File: src/rtl/core/bounding_box_track_table_assert.svh
// Assertion macros for the bounding box track table.
`ifndef BOUNDING_BOX_TRACK_TABLE_ASSERT_SVH
`define BOUNDING_BOX_TRACK_TABLE_ASSERT_SVH

`ifndef ASSERT_OFF
`define BBT_ASSERT_IMP(label, clk, rst_n, ante, cons) \
	label: assert property (@(posedge clk) disable iff (!rst_n) (ante) |-> (cons)) \
	else $error("assertion failed");
`define BBT_ASSERT_NXT(label, clk, rst_n, ante, cons) \
	label: assert property (@(posedge clk) disable iff (!rst_n) (ante) |=> (cons)) \
	else $error("assertion failed");
`else
`define BBT_ASSERT_IMP(label, clk, rst_n, ante, cons)
`define BBT_ASSERT_NXT(label, clk, rst_n, ante, cons)
`endif

`endif

File: src/rtl/core/bbt_pkg.sv
// Types and constants shared by the bounding box track table.
package bbt_pkg;

	localparam int MAX_TRACKS = 16;
	localparam int COORD_W    = 12;
	localparam int IDX_W      = $clog2(MAX_TRACKS);
	localparam int CNT_W      = $clog2(MAX_TRACKS + 1);
	localparam int ID_W       = 4;
	localparam int CENTER_W   = 13;
	localparam int LIVE_W     = 5;
	localparam int AGE_W      = 8;

	localparam int PADDR_W = 3;
	localparam int PDATA_W = 32;
	localparam logic [PADDR_W-3:0] REG_MAX_AGE = '0;
	localparam logic [AGE_W-1:0] MAX_AGE_RESET = AGE_W'(12);

	localparam logic ACT_DETECT = 1'b0;
	localparam logic ACT_EOF    = 1'b1;

	typedef logic [COORD_W-1:0] coord_t;

	typedef struct packed {
		logic   action;
		coord_t box_x;
		coord_t box_y;
		coord_t box_w;
		coord_t box_h;
	} item_t;

	typedef struct packed {
		logic [ID_W-1:0]     track_number;
		logic                is_new_track;
		logic                dropped;
		logic [CENTER_W-1:0] prev_center_x;
		logic [CENTER_W-1:0] prev_center_y;
		logic [LIVE_W-1:0]   live_tracks;
	} result_t;

endpackage

File: src/rtl/core/bounding_box_track_table.sv
// Bounding box track table: greedy overlap tracker with a sequential slot walker.
`include "bounding_box_track_table_assert.svh"

// One item is taken at a time. A detection walks the live slots in order, one slot
// per cycle through a single overlap comparator, and stops at the first unmatched
// overlapping track; when nothing matches, a new track is opened, or the detection
// is dropped when all slots are in use. An end-of-frame item walks every live slot
// once, ageing and compacting the table in place. item_stall is high while an item
// is in work; a finished result sits in the output register, so the next item may
// enter while it waits. max_age is at byte address 0 of the register port; the user
// must write it only while idle, which the block itself does not enforce.
module bounding_box_track_table import bbt_pkg::*; (
	input  logic                clk,
	input  logic                arst_n,
	input  logic                psel,
	input  logic                penable,
	input  logic                pwrite,
	input  logic [PADDR_W-1:0]  paddr,
	input  logic [PDATA_W-1:0]  pwdata,
	output logic [PDATA_W-1:0]  prdata,
	output logic                pready,
	input  logic                item_valid,
	output logic                item_stall,
	input  item_t               item,
	output logic                result_valid,
	input  logic                result_stall,
	output result_t             result
);

	localparam logic [1:0] S_IDLE = 2'd0;
	localparam logic [1:0] S_SCAN = 2'd1;
	localparam logic [1:0] S_EOF  = 2'd2;
	localparam logic [1:0] S_DONE = 2'd3;
	localparam logic [AGE_W-1:0] AGE_SAT = '1;
	localparam int ID_N = 2 ** ID_W;

	logic [1:0]        state_q;
	logic [AGE_W-1:0]  max_age_q;
	logic [CNT_W-1:0]  count_q;
	logic [CNT_W-1:0]  ridx_q;
	logic [CNT_W-1:0]  widx_q;
	logic [ID_N-1:0]   used_q;
	item_t             box_q;
	result_t           res_q;
	logic              result_valid_q;
	result_t           result_q;

	// slot storage, valid slots are 0 .. count_q-1
	logic [ID_W-1:0]    id_q     [MAX_TRACKS];
	coord_t             rect_x_q [MAX_TRACKS];
	coord_t             rect_y_q [MAX_TRACKS];
	coord_t             rect_w_q [MAX_TRACKS];
	coord_t             rect_h_q [MAX_TRACKS];
	logic [AGE_W-1:0]   age_q    [MAX_TRACKS];
	logic [MAX_TRACKS-1:0] matched_q;

	logic [IDX_W-1:0]   rd_idx;
	logic [ID_W-1:0]    rd_id;
	coord_t             rd_x, rd_y, rd_w, rd_h;
	logic [AGE_W-1:0]   rd_age;
	logic               rd_matched;
	logic               in_range;
	logic               hit;
	logic               full;
	logic [ID_W-1:0]    free_id;
	logic [AGE_W-1:0]   new_age;
	logic               keep;
	logic               out_free;

	logic               wr_en;
	logic [IDX_W-1:0]   wr_idx;
	logic [ID_W-1:0]    wr_id;
	coord_t             wr_x, wr_y, wr_w, wr_h;
	logic [AGE_W-1:0]   wr_age;

	logic               item_xfer;
	logic               cfg_wr;

	function automatic logic spans_meet(coord_t a0, coord_t alen, coord_t b0, coord_t blen);
		logic [COORD_W:0] lo;
		logic [COORD_W:0] ae;
		logic [COORD_W:0] be;
		logic [COORD_W:0] hi;
		lo = (a0 > b0) ? {1'b0, a0} : {1'b0, b0};
		ae = {1'b0, a0} + {1'b0, alen};
		be = {1'b0, b0} + {1'b0, blen};
		hi = (ae < be) ? ae : be;
		return hi > lo;
	endfunction

	assign pready    = 1'b1;
	assign cfg_wr    = psel && penable && pwrite;
	assign prdata    = (paddr[PADDR_W-1:2] == REG_MAX_AGE) ?
	                   {{(PDATA_W-AGE_W){1'b0}}, max_age_q} : '0;

	assign item_stall   = (state_q != S_IDLE);
	assign item_xfer    = item_valid && !item_stall;
	assign result_valid = result_valid_q;
	assign result       = result_q;
	assign out_free     = !result_valid_q || !result_stall;

	// shared slot read port
	assign rd_idx     = ridx_q[IDX_W-1:0];
	assign rd_id      = id_q[rd_idx];
	assign rd_x       = rect_x_q[rd_idx];
	assign rd_y       = rect_y_q[rd_idx];
	assign rd_w       = rect_w_q[rd_idx];
	assign rd_h       = rect_h_q[rd_idx];
	assign rd_age     = age_q[rd_idx];
	assign rd_matched = matched_q[rd_idx];
	assign in_range   = (ridx_q < count_q);
	assign full       = (count_q == CNT_W'(MAX_TRACKS));

	// overlap test against the slot under the walker
	assign hit = in_range && !rd_matched &&
	             spans_meet(box_q.box_x, box_q.box_w, rd_x, rd_w) &&
	             spans_meet(box_q.box_y, box_q.box_h, rd_y, rd_h);

	// ageing of the slot under the walker at end of frame
	assign new_age = rd_matched ? '0 : ((rd_age == AGE_SAT) ? rd_age : rd_age + 1'b1);
	assign keep    = (new_age < max_age_q);

	// smallest ID not seen during the walk
	always_comb begin
		free_id = '0;
		for (int i = MAX_TRACKS - 1; i >= 0; i--) begin
			if (!used_q[ID_W'(i)])
				free_id = ID_W'(i);
		end
	end

	// slot write port
	always_comb begin
		wr_en  = 1'b0;
		wr_idx = rd_idx;
		wr_id  = rd_id;
		wr_x   = box_q.box_x;
		wr_y   = box_q.box_y;
		wr_w   = box_q.box_w;
		wr_h   = box_q.box_h;
		wr_age = '0;
		case (state_q)
			S_SCAN: begin
				if (hit) begin
					wr_en = 1'b1;
				end else if (!in_range && !full) begin
					wr_en  = 1'b1;
					wr_idx = count_q[IDX_W-1:0];
					wr_id  = free_id;
				end
			end
			S_EOF: begin
				wr_en  = in_range && keep;
				wr_idx = widx_q[IDX_W-1:0];
				wr_x   = rd_x;
				wr_y   = rd_y;
				wr_w   = rd_w;
				wr_h   = rd_h;
				wr_age = new_age;
			end
			default: begin
				wr_en = 1'b0;
			end
		endcase
	end

	always_ff @(posedge clk) begin
		if (wr_en) begin
			id_q[wr_idx]     <= wr_id;
			rect_x_q[wr_idx] <= wr_x;
			rect_y_q[wr_idx] <= wr_y;
			rect_w_q[wr_idx] <= wr_w;
			rect_h_q[wr_idx] <= wr_h;
			age_q[wr_idx]    <= wr_age;
		end
	end

	always_ff @(posedge clk or negedge arst_n) begin
		if (!arst_n) begin
			max_age_q <= MAX_AGE_RESET;
		end else if (cfg_wr && paddr[PADDR_W-1:2] == REG_MAX_AGE) begin
			max_age_q <= pwdata[AGE_W-1:0];
		end
	end

	// sequencer
	always_ff @(posedge clk or negedge arst_n) begin
		if (!arst_n) begin
			state_q   <= S_IDLE;
			count_q   <= '0;
			matched_q <= '0;
			ridx_q    <= '0;
			widx_q    <= '0;
			used_q    <= '0;
		end else begin
			case (state_q)
				S_IDLE: begin
					if (item_xfer) begin
						ridx_q  <= '0;
						widx_q  <= '0;
						used_q  <= '0;
						state_q <= (item.action == ACT_EOF) ? S_EOF : S_SCAN;
					end
				end
				S_SCAN: begin
					if (hit) begin
						matched_q[rd_idx] <= 1'b1;
						state_q <= S_DONE;
					end else if (in_range) begin
						used_q[rd_id] <= 1'b1;
						ridx_q <= ridx_q + 1'b1;
					end else begin
						if (!full) begin
							matched_q[count_q[IDX_W-1:0]] <= 1'b1;
							count_q <= count_q + 1'b1;
						end
						state_q <= S_DONE;
					end
				end
				S_EOF: begin
					if (in_range) begin
						if (keep)
							widx_q <= widx_q + 1'b1;
						ridx_q <= ridx_q + 1'b1;
					end else begin
						count_q   <= widx_q;
						matched_q <= '0;
						state_q   <= S_DONE;
					end
				end
				S_DONE: begin
					if (out_free)
						state_q <= S_IDLE;
				end
				default: begin
					state_q <= S_IDLE;
				end
			endcase
		end
	end

	// payload: captured item and the result being built
	always_ff @(posedge clk) begin
		if (item_xfer)
			box_q <= item;
		case (state_q)
			S_IDLE: begin
				res_q <= '0;
			end
			S_SCAN: begin
				if (hit) begin
					res_q.track_number  <= rd_id;
					res_q.prev_center_x <= {1'b0, rd_x} + CENTER_W'(rd_w >> 1);
					res_q.prev_center_y <= {1'b0, rd_y} + CENTER_W'(rd_h >> 1);
					res_q.live_tracks   <= LIVE_W'(count_q);
				end else if (!in_range) begin
					if (full) begin
						res_q.dropped     <= 1'b1;
						res_q.live_tracks <= LIVE_W'(count_q);
					end else begin
						res_q.track_number <= free_id;
						res_q.is_new_track <= 1'b1;
						res_q.live_tracks  <= LIVE_W'(count_q + 1'b1);
					end
				end
			end
			S_EOF: begin
				if (!in_range)
					res_q.live_tracks <= LIVE_W'(widx_q);
			end
			default: begin
				res_q <= res_q;
			end
		endcase
		if (state_q == S_DONE && out_free)
			result_q <= res_q;
	end

	always_ff @(posedge clk or negedge arst_n) begin
		if (!arst_n) begin
			result_valid_q <= 1'b0;
		end else if (state_q == S_DONE && out_free) begin
			result_valid_q <= 1'b1;
		end else if (!result_stall) begin
			result_valid_q <= 1'b0;
		end
	end

	`BBT_ASSERT_IMP(a_count_bound, clk, arst_n, 1'b1, count_q <= CNT_W'(MAX_TRACKS))
	`BBT_ASSERT_IMP(a_drop_full, clk, arst_n, result_valid && result.dropped,
		result.live_tracks == LIVE_W'(MAX_TRACKS) && !result.is_new_track)
	`BBT_ASSERT_NXT(a_accept_busy, clk, arst_n, item_xfer, state_q != S_IDLE)
	`BBT_ASSERT_IMP(a_walk_bound, clk, arst_n, state_q == S_SCAN || state_q == S_EOF,
		ridx_q <= count_q && widx_q <= ridx_q)

endmodule

File: config.mk
export PLATFORM = sky130hd
export DESIGN_NAME = bounding_box_track_table
export DESIGN_NICKNAME = d
export VERILOG_FILES = /design/src/rtl/core/bbt_pkg.sv /design/src/rtl/core/bounding_box_track_table.sv
export VERILOG_INCLUDE_DIRS = /design/src /design/src/rtl/core
export SDC_FILE = /design/constraint.sdc
export NUM_CORES = 1
export LEC_CHECK = 0
export BUFFER_PORTS_ARGS = -buffer_cell sky130_fd_sc_hd__buf_2
export CAP_MARGIN = 5
export CORE_UTILIZATION = 54
export DETAILED_ROUTE_END_ITERATION = 10
export PLACE_DENSITY_LB_ADDON = 0.1
export SLEW_MARGIN = 30
export SYNTH_ARGS = -nofsm -noshare
export SYNTH_HDL_FRONTEND = slang
export SYNTH_SLANG_ARGS = --single-unit
export TNS_END_PERCENT = 1
File: constraint.sdc
create_clock -name clk -period 15.3 [get_ports clk]
set_input_delay 3.06 -clock clk [delete_from_list [all_inputs] [get_ports clk]]
set_output_delay 3.06 -clock clk [all_outputs]
set_load 0.01 [all_outputs]
==> results.sh <==
export IMPL_holdPathEnd="result[26]"
export IMPL_grt_pass1_vias=27270
export IMPL_avgSynthCellArea_um2=18.01
export IMPL_cts_path_max_buffers=3
export IMPL_grt_first_pass_wirelength_um=176400
export IMPL_timing_hold_violations_final=0
export IMPL_highest_layer="met5"
export IMPL_wl_um=118800
export IMPL_gp_congestion=0.8890
export IMPL_dpl_hpwl_um=69310
export IMPL_via_count=26650
export IMPL_drtAntennaViolNets=0
export IMPL_area_growth_pct=11.43
export IMPL_min_period_ns=11.23
export IMPL_drc=0
export IMPL_initial_core_util_pct=54.81
export IMPL_drt_iter0_drc=2671
export IMPL_coreArea_mm2=0.09042
export IMPL_min_path_type="reg2reg"
export IMPL_fin_skew_ns=0.03665
export IMPL_ys_seq_elements=1131
export IMPL_io_buffers=111
export IMPL_path_class="reg2reg"
export IMPL_slew_headroom_pct=35.30
export IMPL_layout_drive_gt1_share_pct=24.06
export IMPL_async_reset_ff_share_pct=4.332
export IMPL_ys_types=81
export IMPL_dr_pass1_iters=9
export IMPL_fp_dieW_um=305.0
export IMPL_cts_tree="done"
export IMPL_rr_endpoint="rect_x_q[0][10]"
export IMPL_r2r_cells=29
export IMPL_regToRegSetupSlack_ns=4.07
export IMPL_final_max_slew_viol_count=0
export IMPL_tightest_slew_ns=0.9705
export IMPL_end_kind="register"
export IMPL_clk_latency_ns=0.70
export IMPL_hold_depth=0
export IMPL_crit_arrival_ns=11.56
export IMPL_track_usage_pct=26.02
export IMPL_nFillCells=6420
export IMPL_met1_length_um=49800
export IMPL_final_common_cell="edfxtp_1"
export IMPL_rows=110
export IMPL_synth_edf_count=1082
export IMPL_hold_buffers=0
export IMPL_root_buffer="clkbuf_16"
export IMPL_period_share_pct=73.42
export IMPL_finalSetupViolations=0
export IMPL_syn_cell_area_mm2=0.04956
export IMPL_tns_ns=0
export IMPL_wl_per_cell_um=28.48
export IMPL_reg2reg_from="ridx_q[0]"
export IMPL_cp_slowest_stage_delay_ns=0.93
export IMPL_worstPathRequired_ns=15.63
export IMPL_status="finished, final reports clean"
export IMPL_ys_warn_count=0
export IMPL_route_met2_wl_um=57690
export IMPL_ys_flop_type="edfxtp_1"
export IMPL_crit_path_start_kind="register"
export IMPL_cap_violations=0
export IMPL_grt_overflow_total=0
export IMPL_die_area_mm2=0.09300
export IMPL_synth_seq_area_share_pct=68.03
export IMPL_htreeDepth=3
export IMPL_wl_met3_um=8486
export IMPL_hold_ws_ns=0.4200
export IMPL_dieHeight_um=305.0
export IMPL_viasPerCell=6.390
export IMPL_antenna_found_initial=4
export IMPL_cts_clk_slew_worst_paths_ns=0.06
export IMPL_ctsResizeCount=0
export IMPL_hp_start="res_q[26]"
export IMPL_grt_max_degree=101
export IMPL_numCtsBuffers=110
export IMPL_syn_inst=2752
export IMPL_post_cts_buffers=0
export IMPL_fmax_ghz=0.08903
export IMPL_grt_setup_unrepaired="no"
export IMPL_cpMaxStageDelayCell="dfrtp_4"
export IMPL_final_cell_mix="edfxtp_1, mux4_2, ha_1"
export IMPL_path_max_fanout=100
export IMPL_nets=3165
export IMPL_io_pin_count=163
export IMPL_cts_sinks=1131
[registers in the layout, summed over array words and instances (netlist names)]
name	cells
used_q	7
result_valid	1
state_q	2
age_q	128
box_q	48
count_q	5
rect_y_q	192
matched_q	16
id_q	64
rect_w_q	192
rect_h_q	192
res_q	37
ridx_q	5
result	37
rect_x_q	192
widx_q	5
max_age_q	8
[synth_stat cells, drive strengths merged, types with 42 or more instances]
master,number,area (um^2)
edfxtp,1082,32490
ha,167,2090
nand2,117,439.2
mux4,300,6756
o21ai,95,479.2
a21oi,106,534.3
inv,77,289.0
nor3,42,210.2
mux2,66,743.2
clkbuf,66,247.7
buf,76,489.2
nor2,96,362.8
dfrtp,47,1176
[stage by stage]
stage / cell area [um^2] / util [%] / instances / setup WS, ns
5_1_grt: 55230 / 61.08 / 4169 / 3.279
6_report: 55230 / 61.08 / 4170 / 4.067
3_5_place_dp: 51500 / 56.96 / 3965 / 4.154
2_1_floorplan: 49650 / - / 2775 / 0.7429
4_1_cts: 55220 / 61.07 / 4169 / 4.114
3_3_place_gp: 51470 / 56.92 / 3964 / 4.099
[critical path, delay by kind of cell, from the launching register on]
family                     cells  cell delay (ns)
DFF                            1             0.93
muxes                          2             1.15
AOI/OAI and AO/OA             15             3.97
buffers and inverters          3             1.98
adders and majority gates      4             1.33
xor gates and xnor gates       1             0.25
and+or+nand+nor                4             1.06
[metal layers]
layer  GRT usage [%]  vias to the layer above
met5               0                        -
met4           7.188                        2
met3           4.402                      180
met2           42.45                     1095
met1           36.48                    13930
li1                -                    11440
[worst max path at each step]
stage,startpoint,to,slack [ns],cells after the start
finish,ridx_q[0],rect_x_q[0][10],4.07,29
global route,ridx_q[0],rect_x_q[0][10],3.28,29
CTS,ridx_q[0],rect_x_q[0][10],4.11,29
detailed placement,ridx_q[0],rect_x_q[0][10],4.15,29
global placement,ridx_q[0],rect_y_q[8][5],4.10,28
floorplan,ridx_q[0],age_q[15][0],0.74,34
[logic make-up after synthesis]
family,Yosys count,synth area share [%]
flops,1131,68.03
simple gates,408,3.984
mux,398,15.80
compound gates,371,4.738
buf+inv,219,2.070
fa+ha+maj,173,4.458
xor+xnor,50,0.8987
other cells,2,0.01515
[area by class of cell]
type	count	area (um^2)	share of cell area, %
Timing Repair Buffer	156	992.2	1.796
Inverter	77	289.0	0.5233
Antenna cell	1	2.502	0.004531
Tap cell	1176	1471	2.664
Sequential cell	1131	33730	61.08
Clock inverter	63	765.7	1.386
Clock buffer	141	2950	5.342
Multi-Input combinational cell	1425	15020	27.20
Power is left out: the tool's default activity adds up to more than one toggle a clock period on the data nets, which glitch-free logic cannot reach.
